--- config.mk ---
export PLATFORM = sky130hd
export DESIGN_NAME = mail_html_byte_tagger_top
export DESIGN_NICKNAME = d
export VERILOG_FILES = /design/src/rtl/core/mhbt_pkg.sv /design/src/rtl/core/mhbt_front.sv /design/src/rtl/core/mhbt_queue.sv /design/src/rtl/core/mhbt_back.sv /design/src/rtl/core/mail_html_byte_tagger_top.sv
export SDC_FILE = /design/constraint.sdc
export NUM_CORES = 1
export LEC_CHECK = 0
export ABC_AREA = 1
export BUFFER_PORTS_ARGS = -buffer_cell sky130_fd_sc_hd__buf_4
export CORE_AREA = 5 5 126 98
export DETAILED_ROUTE_END_ITERATION = 6
export DIE_AREA = 0 0 131 103
export PLACE_DENSITY_LB_ADDON = 0.1
export SLEW_MARGIN = 30
export SYNTH_ARGS = -nofsm -noshare
export SYNTH_HDL_FRONTEND = slang
export SYNTH_SLANG_ARGS = --single-unit
export TNS_END_PERCENT = 10
--- constraint.sdc ---
create_clock -name clk -period 2.21 [get_ports clk]
set_clock_uncertainty 0.05 [all_clocks]
set_input_delay 0 -clock clk [delete_from_list [all_inputs] [get_ports clk]]
set_output_delay 0 -clock clk [all_outputs]
set_load 0.01 [all_outputs]
--- src/rtl/core/mhbt_pkg.sv ---
// shared types and constants for the mail html byte tagger
`timescale 1ns / 1ps

package mhbt_pkg;

    typedef enum logic [3:0] {
        PM_ANTICIPATE = 4'd0,
        PM_HEADER     = 4'd1,
        PM_HDR_END    = 4'd2,
        PM_COMMENT    = 4'd3,
        PM_TAG        = 4'd4,
        PM_ATTRS      = 4'd5,
        PM_SCRIPT     = 4'd6,
        PM_CDATA      = 4'd7,
        PM_TEXT       = 4'd8
    } mode_t;

    typedef enum logic [1:0] {
        TK_OTHER  = 2'd0,
        TK_SCRIPT = 2'd1,
        TK_STYLE  = 2'd2
    } tag_kind_t;

    localparam logic [2:0] CLS_PLAIN   = 3'd0;
    localparam logic [2:0] CLS_HEADER  = 3'd1;
    localparam logic [2:0] CLS_CDATA   = 3'd2;
    localparam logic [2:0] CLS_COMMENT = 3'd3;
    localparam logic [2:0] CLS_SCRIPT  = 3'd4;
    localparam logic [2:0] CLS_TAG     = 3'd5;
    localparam logic [2:0] CLS_ATTRS   = 3'd6;
    localparam logic [2:0] CLS_STYLE   = 3'd7;

    // suffix patterns, last character in the low byte
    localparam logic [55:0] PAT_OPEN_SCRIPT  = "<script";
    localparam logic [63:0] PAT_CLOSE_SCRIPT = "</script";
    localparam logic [63:0] PAT_CDATA_OPEN   = "<![CDATA";
    localparam logic [23:0] PAT_COMMENT_OPEN = "<!-";
    localparam logic [15:0] PAT_DASH_DASH    = "--";
    localparam logic [15:0] PAT_BRACKETS     = "]]";
    localparam logic [47:0] PAT_OPEN_STYLE   = "<style";

    localparam logic [7:0] CH_NUL    = 8'h00;
    localparam logic [7:0] CH_TAB    = 8'h09;
    localparam logic [7:0] CH_CR     = 8'h0d;
    localparam logic [7:0] CH_NL     = 8'h0a;
    localparam logic [7:0] CH_SPACE  = 8'h20;
    localparam logic [7:0] CH_LT     = 8'h3c;
    localparam logic [7:0] CH_GT     = 8'h3e;
    localparam logic [7:0] CH_LBRACK = 8'h5b;
    localparam logic [7:0] CH_DASH   = 8'h2d;

    localparam int QUEUE_DEPTH = 2;

    // one classified byte as it travels from front to back
    typedef struct packed {
        logic [7:0] data;
        logic       is_zero;
        logic       is_nl;
        logic       is_lt;
        logic       is_gt;
        logic       is_ws;
        logic       is_lbrack;
        logic       is_dash;
        logic       end_dash_dash;
        logic       end_close_script;
        logic       end_open_script;
        logic       end_open_style;
        logic       end_cdata_open;
        logic       end_comment_open;
        logic       end_brackets;
    } token_t;

endpackage

--- src/rtl/core/mhbt_front.sv ---
// front end: accepts bytes, keeps the byte history and classifies each byte
`timescale 1ns / 1ps

module mhbt_front #(
    parameter int HISTORY_BYTES = 8
) (
    input  logic              clk,
    input  logic              rst_n,
    input  logic              in_valid,
    output logic              in_stall,
    input  logic [7:0]        in_byte,
    input  logic              q_full,
    output logic              push,
    output mhbt_pkg::token_t  token
);

    logic [8*HISTORY_BYTES-1:0] hist_reg;
    logic [8*HISTORY_BYTES-1:0] hist_next;
    logic [63:0]                recent;

    assign in_stall = q_full;
    assign push     = in_valid && !q_full;

    // most recent byte sits in the low byte
    assign recent    = hist_reg[63:0];
    assign hist_next = {hist_reg[8*HISTORY_BYTES-9:0], in_byte};

    always_ff @(posedge clk or negedge rst_n)
    begin
        if (!rst_n)
        begin
            hist_reg <= '0;
        end
        else if (push)
        begin
            hist_reg <= hist_next;
        end
    end

    always_comb
    begin
        token.data      = in_byte;
        token.is_zero   = (in_byte == mhbt_pkg::CH_NUL);
        token.is_nl     = (in_byte == mhbt_pkg::CH_NL);
        token.is_lt     = (in_byte == mhbt_pkg::CH_LT);
        token.is_gt     = (in_byte == mhbt_pkg::CH_GT);
        token.is_ws     = (in_byte == mhbt_pkg::CH_SPACE)
                       || ((in_byte >= mhbt_pkg::CH_TAB) && (in_byte <= mhbt_pkg::CH_CR));
        token.is_lbrack = (in_byte == mhbt_pkg::CH_LBRACK);
        token.is_dash   = (in_byte == mhbt_pkg::CH_DASH);
        token.end_dash_dash    = (recent[15:0] == mhbt_pkg::PAT_DASH_DASH);
        token.end_close_script = (recent[63:0] == mhbt_pkg::PAT_CLOSE_SCRIPT);
        token.end_open_script  = (recent[55:0] == mhbt_pkg::PAT_OPEN_SCRIPT);
        token.end_open_style   = (recent[47:0] == mhbt_pkg::PAT_OPEN_STYLE);
        token.end_cdata_open   = (recent[63:0] == mhbt_pkg::PAT_CDATA_OPEN);
        token.end_comment_open = (recent[23:0] == mhbt_pkg::PAT_COMMENT_OPEN);
        token.end_brackets     = (recent[15:0] == mhbt_pkg::PAT_BRACKETS);
    end

endmodule

--- src/rtl/core/mhbt_queue.sv ---
// short token queue between the front end and the mode tracker
`timescale 1ns / 1ps

module mhbt_queue (
    input  logic              clk,
    input  logic              rst_n,
    input  logic              push,
    input  mhbt_pkg::token_t  push_token,
    output logic              full,
    input  logic              pop,
    output logic              empty,
    output mhbt_pkg::token_t  pop_token
);

    localparam int PTR_W = (mhbt_pkg::QUEUE_DEPTH > 1) ? $clog2(mhbt_pkg::QUEUE_DEPTH) : 1;
    localparam int CNT_W = $clog2(mhbt_pkg::QUEUE_DEPTH + 1);
    localparam logic [CNT_W-1:0] DEPTH_CNT = CNT_W'(mhbt_pkg::QUEUE_DEPTH);
    localparam logic [PTR_W-1:0] LAST_PTR  = PTR_W'(mhbt_pkg::QUEUE_DEPTH - 1);

    mhbt_pkg::token_t entry_reg [mhbt_pkg::QUEUE_DEPTH];
    logic [PTR_W-1:0] wr_ptr_reg;
    logic [PTR_W-1:0] wr_ptr_next;
    logic [PTR_W-1:0] rd_ptr_reg;
    logic [PTR_W-1:0] rd_ptr_next;
    logic [CNT_W-1:0] count_reg;
    logic [CNT_W-1:0] count_next;

    assign full      = (count_reg == DEPTH_CNT);
    assign empty     = (count_reg == '0);
    assign pop_token = entry_reg[rd_ptr_reg];

    always_comb
    begin
        wr_ptr_next = wr_ptr_reg;
        rd_ptr_next = rd_ptr_reg;
        count_next  = count_reg;
        if (push)
        begin
            wr_ptr_next = (wr_ptr_reg == LAST_PTR) ? '0 : wr_ptr_reg + 1'b1;
        end
        if (pop)
        begin
            rd_ptr_next = (rd_ptr_reg == LAST_PTR) ? '0 : rd_ptr_reg + 1'b1;
        end
        if (push && !pop)
        begin
            count_next = count_reg + 1'b1;
        end
        else if (pop && !push)
        begin
            count_next = count_reg - 1'b1;
        end
    end

    always_ff @(posedge clk or negedge rst_n)
    begin
        if (!rst_n)
        begin
            wr_ptr_reg <= '0;
            rd_ptr_reg <= '0;
            count_reg  <= '0;
        end
        else
        begin
            wr_ptr_reg <= wr_ptr_next;
            rd_ptr_reg <= rd_ptr_next;
            count_reg  <= count_next;
        end
    end

    always_ff @(posedge clk)
    begin
        if (push)
        begin
            entry_reg[wr_ptr_reg] <= push_token;
        end
    end

endmodule

--- src/rtl/core/mhbt_back.sv ---
// back end: parse mode and tag kind tracking, output register
`timescale 1ns / 1ps

module mhbt_back (
    input  logic              clk,
    input  logic              rst_n,
    input  logic              q_empty,
    input  mhbt_pkg::token_t  token,
    output logic              pop,
    output logic              out_valid,
    input  logic              out_stall,
    output logic [2:0]        byte_class,
    output logic [7:0]        out_byte
);

    mhbt_pkg::mode_t     mode_reg;
    mhbt_pkg::mode_t     mode_next;
    mhbt_pkg::mode_t     eff_mode;
    mhbt_pkg::tag_kind_t kind_reg;
    mhbt_pkg::tag_kind_t kind_next;
    logic                deferred;
    mhbt_pkg::mode_t     deferred_mode;
    logic [2:0]          cls;

    logic       out_valid_reg;
    logic       out_valid_next;
    logic [2:0] class_reg;
    logic [7:0] byte_reg;

    // output register frees up when empty or when its beat is taken
    assign pop            = !q_empty && (!out_valid_reg || !out_stall);
    assign out_valid_next = pop || (out_valid_reg && out_stall);
    assign out_valid      = out_valid_reg;
    assign byte_class     = class_reg;
    assign out_byte       = byte_reg;

    always_comb
    begin
        eff_mode      = mode_reg;
        kind_next     = kind_reg;
        deferred      = 1'b0;
        deferred_mode = mode_reg;
        cls           = mhbt_pkg::CLS_PLAIN;
        if (token.is_zero)
        begin
            deferred      = 1'b1;
            deferred_mode = mhbt_pkg::PM_ANTICIPATE;
        end
        else
        begin
            case (mode_reg)
                mhbt_pkg::PM_ANTICIPATE:
                begin
                    eff_mode = token.is_nl ? mhbt_pkg::PM_HDR_END : mhbt_pkg::PM_HEADER;
                end
                mhbt_pkg::PM_HEADER:
                begin
                    if (token.is_nl)
                    begin
                        deferred      = 1'b1;
                        deferred_mode = mhbt_pkg::PM_ANTICIPATE;
                    end
                end
                mhbt_pkg::PM_HDR_END:
                begin
                    if (token.is_lt)
                    begin
                        eff_mode  = mhbt_pkg::PM_TAG;
                        kind_next = mhbt_pkg::TK_OTHER;
                    end
                    else
                    begin
                        eff_mode = mhbt_pkg::PM_TEXT;
                    end
                end
                mhbt_pkg::PM_COMMENT:
                begin
                    if (token.is_gt && token.end_dash_dash)
                    begin
                        deferred      = 1'b1;
                        deferred_mode = mhbt_pkg::PM_TEXT;
                    end
                end
                mhbt_pkg::PM_SCRIPT:
                begin
                    if (token.is_gt && token.end_close_script)
                    begin
                        deferred      = 1'b1;
                        deferred_mode = mhbt_pkg::PM_TEXT;
                    end
                end
                mhbt_pkg::PM_TAG:
                begin
                    // tag name is settled at the first whitespace byte or the closing bracket
                    if (token.is_gt || token.is_ws)
                    begin
                        if (token.end_open_script)
                        begin
                            kind_next = mhbt_pkg::TK_SCRIPT;
                        end
                        else if (token.end_open_style)
                        begin
                            kind_next = mhbt_pkg::TK_STYLE;
                        end
                    end
                    if (token.is_gt)
                    begin
                        deferred      = 1'b1;
                        deferred_mode = (kind_next == mhbt_pkg::TK_SCRIPT)
                                      ? mhbt_pkg::PM_SCRIPT : mhbt_pkg::PM_TEXT;
                    end
                    else if (token.is_lbrack && token.end_cdata_open)
                    begin
                        deferred      = 1'b1;
                        deferred_mode = mhbt_pkg::PM_CDATA;
                    end
                    else if (token.is_dash && token.end_comment_open)
                    begin
                        deferred      = 1'b1;
                        deferred_mode = mhbt_pkg::PM_COMMENT;
                    end
                    else if (token.is_ws)
                    begin
                        eff_mode = mhbt_pkg::PM_ATTRS;
                    end
                end
                mhbt_pkg::PM_ATTRS:
                begin
                    if (token.is_gt)
                    begin
                        deferred      = 1'b1;
                        deferred_mode = (kind_reg == mhbt_pkg::TK_SCRIPT)
                                      ? mhbt_pkg::PM_SCRIPT : mhbt_pkg::PM_TEXT;
                    end
                end
                mhbt_pkg::PM_CDATA:
                begin
                    if (token.is_gt && token.end_brackets)
                    begin
                        eff_mode = mhbt_pkg::PM_TEXT;
                    end
                end
                mhbt_pkg::PM_TEXT:
                begin
                    if (token.is_lt)
                    begin
                        eff_mode  = mhbt_pkg::PM_TAG;
                        kind_next = mhbt_pkg::TK_OTHER;
                    end
                end
                default:
                begin
                    eff_mode = mode_reg;
                end
            endcase

            case (eff_mode)
                mhbt_pkg::PM_HEADER:  cls = mhbt_pkg::CLS_HEADER;
                mhbt_pkg::PM_CDATA:   cls = mhbt_pkg::CLS_CDATA;
                mhbt_pkg::PM_COMMENT: cls = mhbt_pkg::CLS_COMMENT;
                mhbt_pkg::PM_SCRIPT:  cls = mhbt_pkg::CLS_SCRIPT;
                mhbt_pkg::PM_TAG:     cls = mhbt_pkg::CLS_TAG;
                mhbt_pkg::PM_ATTRS:   cls = mhbt_pkg::CLS_ATTRS;
                mhbt_pkg::PM_TEXT:
                begin
                    cls = (kind_next == mhbt_pkg::TK_STYLE)
                        ? mhbt_pkg::CLS_STYLE : mhbt_pkg::CLS_PLAIN;
                end
                default:              cls = mhbt_pkg::CLS_PLAIN;
            endcase
        end
        mode_next = deferred ? deferred_mode : eff_mode;
    end

    always_ff @(posedge clk or negedge rst_n)
    begin
        if (!rst_n)
        begin
            mode_reg      <= mhbt_pkg::PM_ANTICIPATE;
            kind_reg      <= mhbt_pkg::TK_OTHER;
            out_valid_reg <= 1'b0;
        end
        else
        begin
            out_valid_reg <= out_valid_next;
            if (pop)
            begin
                mode_reg <= mode_next;
                kind_reg <= kind_next;
            end
        end
    end

    always_ff @(posedge clk)
    begin
        if (pop)
        begin
            class_reg <= cls;
            byte_reg  <= token.data;
        end
    end

endmodule

--- src/rtl/core/mail_html_byte_tagger_top.sv ---
// top level of the mail html byte tagger
`timescale 1ns / 1ps

// Tags every byte of a stream of mail documents (header, blank line, html body)
// with one of eight classes and echoes the byte alongside it. The block takes
// one byte per cycle and, while out_stall is low, sustains one result beat per
// cycle. An accepted byte is first written into the queue entry register, and
// its class and byte are then presented from the back end's output register.
// The front end holds the last HISTORY_BYTES bytes and does the suffix compares,
// a two-entry queue carries classified bytes to the mode tracker, and the mode
// and tag kind update once per byte in the back end, which feeds an output
// register. A zero byte ends a document and gets the plain class.

module mail_html_byte_tagger_top #(
    parameter int HISTORY_BYTES = 8
) (
    input  logic       clk,
    input  logic       rst_n,
    input  logic       in_valid,
    output logic       in_stall,
    input  logic [7:0] in_byte,
    output logic       out_valid,
    input  logic       out_stall,
    output logic [2:0] byte_class,
    output logic [7:0] out_byte
);

    mhbt_pkg::token_t front_token;
    mhbt_pkg::token_t back_token;
    logic             q_push;
    logic             q_pop;
    logic             q_full;
    logic             q_empty;

    mhbt_front #(
        .HISTORY_BYTES(HISTORY_BYTES)
    ) u_front (
        .clk      (clk),
        .rst_n    (rst_n),
        .in_valid (in_valid),
        .in_stall (in_stall),
        .in_byte  (in_byte),
        .q_full   (q_full),
        .push     (q_push),
        .token    (front_token)
    );

    mhbt_queue u_queue (
        .clk        (clk),
        .rst_n      (rst_n),
        .push       (q_push),
        .push_token (front_token),
        .full       (q_full),
        .pop        (q_pop),
        .empty      (q_empty),
        .pop_token  (back_token)
    );

    mhbt_back u_back (
        .clk        (clk),
        .rst_n      (rst_n),
        .q_empty    (q_empty),
        .token      (back_token),
        .pop        (q_pop),
        .out_valid  (out_valid),
        .out_stall  (out_stall),
        .byte_class (byte_class),
        .out_byte   (out_byte)
    );

endmodule

==> results of run 1 <==
[cells in the final DEF (no fill, tap or decap), drive strengths merged, types with 6 or more instances in the layout]
master / count
nor2: 43
nor3: 12
dfrtp: 75
inv: 91
nand4: 16
dlygate4sd3: 10
nand3: 36
nand2: 198
buf: 36
nor4: 21
a21oi: 6
edfxtp: 55
clkbuf: 19
o21ai: 70
[stage by stage]
stage | power [mW] | utilization (%) | cells
2_1_floorplan | 6.143 | - | 652
3_3_place_gp | 7.079 | 56.07 | 813
3_5_place_dp | 7.162 | 56.07 | 813
4_1_cts | 9.871 | 62.03 | 855
5_1_grt | 10.59 | 62.17 | 855
6_report | 9.858 | 62.17 | 855
[area by class of cell]
| type | count | area (sq um) |
|---|---|---|
| Fill cell | 926 | 4217 |
| Sequential cell | 130 | 3530 |
| Multi-Input combinational cell | 419 | 1951 |
| Clock buffer | 19 | 440.4 |
| Timing Repair Buffer | 46 | 386.6 |
| Inverter | 84 | 317.8 |
| Tap cell | 144 | 180.2 |
| Clock inverter | 13 | 123.9 |
[worst reg2reg max path, delay by kind of cell, from the launching register on]
family | cells | cell delay [ns]
simple gates | 5 | 1.20
flops | 1 | 0.34
buf+inv | 1 | 0.10
[worst paths after layout]
check / slack (ns) / from / to / cells after the start
max reg2reg: 0.28 / u_front.hist_reg[5]$_DFFE_PN0P_ / u_queue.entry_reg[1][3]$_DFFE_PP_ / 6
max: 0.28 / u_front.hist_reg[5]$_DFFE_PN0P_ / u_queue.entry_reg[1][3]$_DFFE_PP_ / 6
min reg2reg: 0.43 / u_front.hist_reg[56]$_DFFE_PN0P_ / u_front.hist_reg[56]$_DFFE_PN0P_ / 2
min in group asynchronous: 0.13 / rst_n / u_front.hist_reg[63]$_DFFE_PN0P_ / 2
min: 0.03 / in_valid / u_queue.count_reg[0]$_DFFE_PN0P_ / 5
max in group asynchronous: 1.47 / rst_n / u_queue.rd_ptr_reg$_DFFE_PN0P_ / 2
[routing by layer]
| metal | GRT usage, % | wire (um) | up-vias |
|---|---|---|---|
| li1 | - | - | 2248 |
| met1 | 31.92 | 6353 | 2156 |
| met2 | 29.84 | 5661 | 119 |
| met3 | 6.007 | 801 | 12 |
| met4 | 6.324 | 125 | 0 |
| met5 | 0 | 0 | - |
[cells by family after synthesis]
kind of cell | count (synthesis) | synth area share, %
AO/OA/AOI/OAI | 80 | 7.329
XOR/XNOR | 3 | 0.4475
adder cells (fa/ha/maj) | 1 | 0.2130
buffers and inverters | 103 | 7.051
flip-flops | 130 | 60.08
AND/OR/NAND/NOR | 335 | 24.88
[report_power, final]
group	total (mW)	internal, mW	switching, mW	leakage (nW)
Sequential	4.02	3.46	0.568	1.49
Clock	2.67	1.59	1.08	0.274
Combinational	3.16	1.08	2.08	1.36
Total	9.86	6.13	3.73	3.12
[timing repair]
action,in CTS,in global routing
setup endpoints to repair,0,2
hold buffers,10,0
gates resized for setup,0,3
hold endpoints to repair,108,0
==> results.ini, run 1 <==
[placement]
dpl-instance-area_sq_um=6250
place_congestion=0.9587
pre_cts_ws_ns=0.2383
port_buffers=24
dp_hpwl_mm=8.977

[global_routing]
globalRouteOverflowTotal=0
antenna_found_initial=0
grt_max_degree=76
grt_util_all_layers_pct=21.18
first_global_vias=4343
grt_pass1_wl_mm=21.89

[floorplan]
die_area_sq_um=13490
core-area_sq_um=11150
initial_core_util_pct=52.69
row_count=34
die_width_um=131
io_pins=25
dieHeight_um=103

[clocking]
cts_setup_buffers=0
clock_path_buffers=2
clockRootBuffer=clkbuf_16
clk_latency_ns=0.41
cts-buffers-inserted=17
cts.clk_slew.worst_paths_ns=0.06
htreeDepth=4
cts_tree=done
clock_sinks=130

[yosys]
synth_top_area_share_pct=31.96
synth_edf_count=55
ys_types=37
synthTopCellsByArea=dfrtp_1, edfxtp_1, nand2_1
syn_inst=652
yosysWarnings=0
synth.most_common_cell=nand2_1
synth_commonest_cells=nand2_1, inv_1, dfrtp_1, o21ai_0, edfxtp_1
synth_area_per_cell_sq_um=9.008
yosysSeqAreaShare_pct=60.08
synth_nets=665
async_flop_share_pct=57.69
synth_area_sq_um=5873
synth_area_leader_cell=dfrtp_1
ys_ff_latch=130
synth_ff_type=dfrtp_1

[detailed_routing]
dr.pass1.iters=5
viasPerCell=5.304
ant_nets=0
drtIter0Drc=476
drt_wl_total_mm=12.94
dr_total_vias=4535
drcViolationCount=0
wl_per_cell_um=15.14

[setup_path]
crit_fanout=5
cp.required_ns=2.33
worstPathArrival_ns=2.06
cp_slowest_cell=nor4_1
cp_top_family=simple AND/OR/NAND/NOR gates
crit_path_start_kind=flip-flop
crit_chain=inv_1 -> nor2_1 -> nand2_1 -> nor4_1 -> nand3_1 -> nor4_1
max_stage_delay_ns=0.47
end_kind=flip-flop
timing.critical_path.mode_cell=nor4_1
critPathKind=flip-flop to flip-flop
critPathBufInv=1

[layout]
layout-drive-gt1-share_pct=12.38
nNetsFinal=711
stdcell_area_sq_um=6929
syn_to_final_growth_pct=17.98
largest_reg_flops=64
num_antenna_cells=0

[sta]
fmax_ghz=0.5179
finalCriticalPeriod_ns=1.931
setup_tns_ns=0
rsz0062_at_grt=no
hold_viol=0
drv_slew=0
period_share_pct=87.38
timing.hold.ws_ns=0.03415
tightestPinTransition_ns=0.7015
worst_slack_ns=0.2790
setup_viol=0
relSlewSlack_pct=53.23

[flow_run]
drv_cap=0

[power]
peakVddDrop_v=0.0006638
leakage_nw=3.120
powerDensity_nw_per_um2=1423

[run_status]
status=finished, final reports clean

[min_path]
hold_class=input pin to flip-flop

Note: power is estimated with default switching activity, not from simulation.
==> run 2: changes to the inputs <==
- CORE_AREA: 5 5 126 98 -> 2 2 165 127
- DIE_AREA: 0 0 131 103 -> 0 0 167 129
- PLACE_DENSITY: default -> 0.5
- PLACE_DENSITY_LB_ADDON: 0.1 -> default
==> run 2 against run 1 <==
  * Combinational power decreased by 2%
  * Worst hold slack improved by 0.052 ns
  * Sequential power about the same
==> results.ini, run 2 (synthesis gave the netlist of run 1 again) <==
[global_routing]
grt_pass1_wl_mm=22.32  ; +2.0%
grt_max_degree=75  ; -1.3%
first_global_vias=4350  ; +0.16%
grt_util_all_layers_pct=13.34  ; -7.8 points
antenna_found_initial=0  ; unchanged
globalRouteOverflowTotal=0  ; unchanged

[sta]
drv_slew=0  ; unchanged
relSlewSlack_pct=57.86  ; +4.6 points
fmax_ghz=0.5067  ; -2.2%
worst_slack_ns=0.2365  ; -0.04255 ns
period_share_pct=89.30  ; +1.9 points
hold_viol=0  ; unchanged
tightestPinTransition_ns=0.6300  ; -0.07153 ns
rsz0062_at_grt=no
finalCriticalPeriod_ns=1.974  ; +0.04255 ns
setup_viol=0  ; unchanged

[floorplan]
die_width_um=167  ; +27%
row_count=45  ; +32%
core-area_sq_um=19880  ; +78%
initial_core_util_pct=29.55  ; -23 points
die_area_sq_um=21540  ; +60%
io_pins=25  ; unchanged
dieHeight_um=129  ; +25%

[setup_path]
end_kind=flip-flop
reg2reg_from=u_queue.rd_ptr_reg$_DFFE_PN0P_
cp_top_family=simple AND/OR/NAND/NOR gates
crit_chain=o21ai_2 -> nand2_1 -> nand2_2 -> inv_1 -> nor2_2 -> nand3b_2 -> nand2_1 -> inv_1 -> nand2_1 -> nand3_1 -> nand2_1 -> inv_1
cp_slowest_cell=dfrtp_2
timing.critical_path.mode_cell=nand2_1
reg2reg_slack_ns=0.24  ; -0.04 ns
crit_fanout=13  ; +8
crit_path_start_kind=flip-flop
worstPathArrival_ns=2.10  ; +0.04 ns
max_stage_delay_ns=0.50  ; +0.03 ns
r2r_end=u_back.byte_class[1]$_SDFFCE_PP0P_
reg2reg_depth=12  ; +6
critPathKind=flip-flop to flip-flop
critPathBufInv=3  ; +2
cp.required_ns=2.34  ; about the same

[min_path]
worstHoldStart=in_valid
hold_depth=5  ; unchanged
worst_hold_path.endpoint=u_queue.count_reg[0]$_DFFE_PN0P_
hold_class=input pin to flip-flop

[detailed_routing]
viasPerCell=4.649  ; -12%
drt_wl_total_mm=13.43  ; +3.8%
dr.pass1.iters=5  ; unchanged
ant_nets=0  ; unchanged
drtIter0Drc=405  ; -15%
dr_total_vias=4505  ; -0.66%
wl_per_cell_um=13.86  ; -8.4%
drcViolationCount=0  ; unchanged

[power]
leakage_nw=3.114  ; -0.21%
peakVddDrop_v=0.0005098  ; -23%
powerDensity_nw_per_um2=1385  ; -2.6%

[placement]
port_buffers=24  ; unchanged
dp_hpwl_mm=9.740  ; +8.5%
place_congestion=0.9071  ; -5.4%
dp_cells=926  ; +14%
dpl-instance-area_sq_um=6385  ; +2.2%
pre_cts_ws_ns=0.1627  ; -0.07560 ns

[clocking]
cts-buffers-inserted=17  ; unchanged
clockRootBuffer=clkbuf_16
clk_latency_ns=0.42  ; about the same
clock_path_buffers=2  ; unchanged
htreeDepth=4  ; unchanged
clock_sinks=130  ; unchanged
cts.clk_slew.worst_paths_ns=0.06  ; about the same
cts_tree=done

[layout]
final_cell_mix=nand2_1, inv_1, dfrtp_1
layout-drive-gt1-share_pct=12.10  ; -0.28 points
num_antenna_cells=0  ; unchanged
nNetsFinal=711  ; unchanged
final_cells=969  ; +13%
mostFrequentLayoutCell=nand2_1
largest_reg_flops=64  ; unchanged
syn_to_final_growth_pct=20.11
stdcell_area_sq_um=7054  ; +1.8%

[flow_run]
drv_cap=0  ; unchanged

[run_status]
status=finished, final reports clean

run 2: timing repair:
action	CTS	global route
endpoints found under the hold margin	110	0
hold buffers	11	0
gates resized for setup	0	2
endpoints found under the setup margin	0	5
buffers inserted	0	0
run 2: metrics by stage:
| step | setup TNS [ns] | total power [mW] | hold WS [ns] | util [%] |
|---|---|---|---|---|
| floorplan | -1.416 | 6.143 | -0.3456 | - |
| CTS | 0 | 9.877 | 0.07717 | 35.47 |
| finish | 0 | 9.772 | 0.08622 | 35.49 |
| global route | 0 | 10.56 | 0.1241 | 35.49 |
| detailed placement | 0 | 7.168 | -0.1712 | 32.12 |
| global placement | 0 | 7.088 | -0.1663 | 32.12 |
run 2: final cells by class:
class | count | area, sq um
Tap cell | 258 | 322.8
Timing Repair Buffer | 46 | 385.4
Clock buffer | 17 | 425.4
Sequential cell | 130 | 3530
Multi-Input combinational cell | 419 | 1943
Fill cell | 2049 | 12820
Inverter | 84 | 317.8
Clock inverter | 15 | 130.1
run 2: how the worst max path moves through the flow:
| stage | slack, ns | cells after the start | to | from |
|---|---|---|---|---|
| 5_1_grt | 0.05 | 12 | u_back.byte_class[2]$_SDFFCE_PP0P_ | u_queue.rd_ptr_reg$_DFFE_PN0P_ |
| 4_1_cts | 0.15 | 14 | u_back.byte_class[1]$_SDFFCE_PP0P_ | u_queue.rd_ptr_reg$_DFFE_PN0P_ |
| 6_report | 0.24 | 12 | u_back.byte_class[1]$_SDFFCE_PP0P_ | u_queue.rd_ptr_reg$_DFFE_PN0P_ |
| 3_5_place_dp | 0.16 | 14 | u_back.byte_class[2]$_SDFFCE_PP0P_ | u_queue.rd_ptr_reg$_DFFE_PN0P_ |
| 2_1_floorplan | -0.06 | 4 | u_queue.entry_reg[1][0]$_DFFE_PP_ | u_queue.count_reg[0]$_DFFE_PN0P_ |
| 3_3_place_gp | 0.23 | 14 | u_back.byte_class[2]$_SDFFCE_PP0P_ | u_queue.rd_ptr_reg$_DFFE_PN0P_ |
run 2: per-layer routing:
metal | track usage (%) | up-vias | part of all wire [%]
met4 | 4.260 | 0 | 0.74
met3 | 4.245 | 6 | 5.4
met2 | 18.47 | 113 | 42
met5 | 0 | - | 0
met1 | 19.65 | 2131 | 52
li1 | - | 2255 | -
run 2: where the power goes:
| part | switching [mW] | internal (mW) |
|---|---|---|
| clock | 1.09 | 1.55 |
| combinational | 2.05 | 1.05 |
| sequential | 0.575 | 3.46 |
run 2: worst register-to-register path, cell delays in order, from the launching register on:
cell,delay [ns]
dfrtp_2,0.50
o21ai_2,0.35
nand2_1,0.12
nand2_2,0.09
inv_1,0.06
nor2_2,0.09
nand3b_2,0.12
nand2_1,0.09
inv_1,0.04
nand2_1,0.06
nand3_1,0.07
nand2_1,0.06
inv_1,0.04
==> run 3: changes to the inputs <==
- CORE_AREA: 2 2 165 127 -> 2 2 133 102
- DIE_AREA: 0 0 167 129 -> 0 0 135 104
- PLACE_DENSITY: 0.5 -> 0.69
- clock period: 2.21 -> 1.8 ns (I/O delays scaled with it)
==> run 3 against run 2 <==
  * The run now ends with negative setup slack left
  * Setup slack worse by 0.28 ns
  * First-iteration DRC count up 28%
  * Utilization up 23 points
  * Combinational power up 75%
==> results.ini, run 3 (synthesis gave the netlist of run 1 again) <==
[clocking]
clock_path_buffers=2  ; unchanged
clock_sinks=130  ; unchanged
cts_tree=done
clk_latency_ns=0.42  ; about the same
cts.clk_slew.worst_paths_ns=0.06  ; about the same
htreeDepth=4  ; unchanged
clockRootBuffer=clkbuf_16
cts-buffers-inserted=17  ; unchanged

[power]
powerDensity_nw_per_um2=1803  ; +30%
leakage_nw=3.351  ; +7.6%
peakVddDrop_v=0.0009854  ; +93%

[min_path]
hold_class=input pin to flip-flop
worstHoldStart=in_valid
hold_depth=5  ; unchanged

[detailed_routing]
drcViolationCount=0  ; unchanged
dr.pass1.iters=5  ; unchanged
wl_per_cell_um=15.23  ; +9.9%
ant_nets=0  ; unchanged
drt_wl_total_mm=14.01  ; +4.3%
viasPerCell=5.213  ; +12%
dr_total_vias=4796  ; +6.5%
drtIter0Drc=520  ; +28%

[setup_path]
max_stage_delay_ns=0.46  ; -0.04 ns
crit_chain=buf_6 -> o21ai_4 -> nand2_2 -> nand2_2 -> inv_2 -> nor2_4 -> nand3b_4 -> nand2_1 -> inv_1 -> nand2_2 -> nand3_2 -> nand2_1 -> inv_1
cp.required_ns=1.92  ; -0.42 ns
reg2reg_depth=13  ; +1
cp_num_cells=13  ; +1
end_kind=flip-flop
cp_slowest_cell=dfrtp_2
cp_top_family=simple AND/OR/NAND/NOR gates
critPathBufInv=4  ; +1
timing.critical_path.mode_cell=nand2_2
worstPathArrival_ns=1.97  ; -0.13 ns
critPathLaunch=u_queue.rd_ptr_reg$_DFFE_PN0P_
crit_fanout=6  ; -7
crit_path_start_kind=flip-flop
reg2reg_from=u_queue.rd_ptr_reg$_DFFE_PN0P_
critPathKind=flip-flop to flip-flop

[placement]
port_buffers=24  ; unchanged
dp_hpwl_mm=9.533  ; -2.1%
place_congestion=0.9286  ; +2.4%

[flow_run]
drv_cap=0  ; unchanged

[global_routing]
globalRouteOverflowTotal=0  ; unchanged
first_global_vias=4533  ; +4.2%
grt_max_degree=71  ; -5.3%
antenna_found_initial=0  ; unchanged
grt_pass1_wl_mm=22.78  ; +2.1%
grt_util_all_layers_pct=20.72  ; +7.4 points

[sta]
relSlewSlack_pct=53.67  ; -4.2 points
rsz0062_at_grt=yes
setup_tns_ns=-0.04189  ; -0.04189 ns
drv_slew=0  ; unchanged
finalCriticalPeriod_ns=1.842  ; -0.1317 ns
tightestPinTransition_ns=0.6934  ; +0.06336 ns
hold_viol=0  ; unchanged
period_share_pct=102.3  ; +13 points
worst_slack_ns=-0.04189  ; -0.2783 ns
setup_viol=1  ; +1
fmax_ghz=0.5429  ; +7.1%

[floorplan]
io_pins=25  ; unchanged
die_area_sq_um=14040  ; -35%
dieHeight_um=104  ; -19%
initial_core_util_pct=45.91  ; +16 points
core-area_sq_um=12790  ; -36%
die_width_um=135  ; -19%
row_count=36  ; -20%

[layout]
nNetsFinal=749  ; +5.3%
layout-drive-gt1-share_pct=23.23  ; +11 points
largest_reg_flops=64  ; unchanged
final_cell_mix=nand2_1, inv_1, dfrtp_1
num_antenna_cells=0  ; unchanged
syn_to_final_growth_pct=27.82
mostFrequentLayoutCell=nand2_1
utilization_pct=58.69  ; +23 points

[run_status]
violations=negative setup slack
status=finished with violations

==> run 3: changes by cell type in the layout (fill, tap and decap cells not counted), sizes merged <==
cell and change:
clkbuf +1, clkinvlp +1, bufinv -1, buf +39
dlygate4sd3 -1, inv +1, clkinv -2
==> run 3: power breakdown <==
group,switching [mW],total [mW],internal [mW]
logic,3.26,5.44,2.17
clock network,1.35,3.13,1.78
registers,0.715,4.98,4.26
==> run 3: path summary, 6_finish.rpt <==
kind / endpoint / slack [ns]
worst max-delay path: u_back.byte_class[1]$_SDFFCE_PP0P_ / -0.04
min in group asynchronous: u_back.out_valid$_DFF_PN0_ / 0.08
max in group asynchronous: u_front.hist_reg[37]$_DFFE_PN0P_ / 1.02
worst min register to register: u_front.hist_reg[63]$_DFFE_PN0P_ / 0.43
worst min-delay path: u_queue.count_reg[0]$_DFFE_PN0P_ / 0.06
worst max register to register: u_back.byte_class[1]$_SDFFCE_PP0P_ / -0.04
==> run 3: tightest hold or removal path, stage by stage <==
cell and delay [ns]:
buf_4 0.09, o21ai_4 0.09, inv_2 0.07, ha_1 0.16
xnor2_1 0.06
==> run 3: routing by layer <==
metal  wire, um  GRT usage (%)  vias to the layer above
met5          0              0                        -
met4        191          5.283                        0
met3        930          5.166                       23
met2       6340          29.99                      159
met1       6552          31.30                     2289
li1           -              -                     2325
==> run 3: layout make-up <==
class / instances / area [sq um]
tap: 171 / 214.0
sequential: 130 / 3535
multi-input combinational: 419 / 2196
fill: 1096 / 5285
clock inverter: 14 / 105.1
clock buffer: 18 / 429.2
inverter: 84 / 320.3
timing repair buffer: 84 / 708.2
==> run 3: metrics by stage <==
step	instance area (sq um)	setup WS (ns)	cells	hold WS, ns	total power, mW
after global placement	6529	-0.02519	868	-0.02573	9.388
after detailed placement	6529	-0.1194	868	-0.01124	9.522
after CTS	7202	-0.06308	910	0.04780	12.77
after global routing	7507	-0.1157	920	0.06275	14.46
final	7507	-0.04189	920	0.05802	13.54
after floorplan	5891	-0.04507	652	-0.3456	7.568
==> run 3: what timing repair did <==
| action | in CTS | in global routing |
|---|---|---|
| gates resized for setup | 8 | 64 |
| hold buffers | 10 | 0 |
| buffers inserted | 0 | 10 |
| endpoints found under the setup margin | 13 | 15 |
| endpoints found under the hold margin | 110 | 0 |
| pin swaps | 0 | 25 |
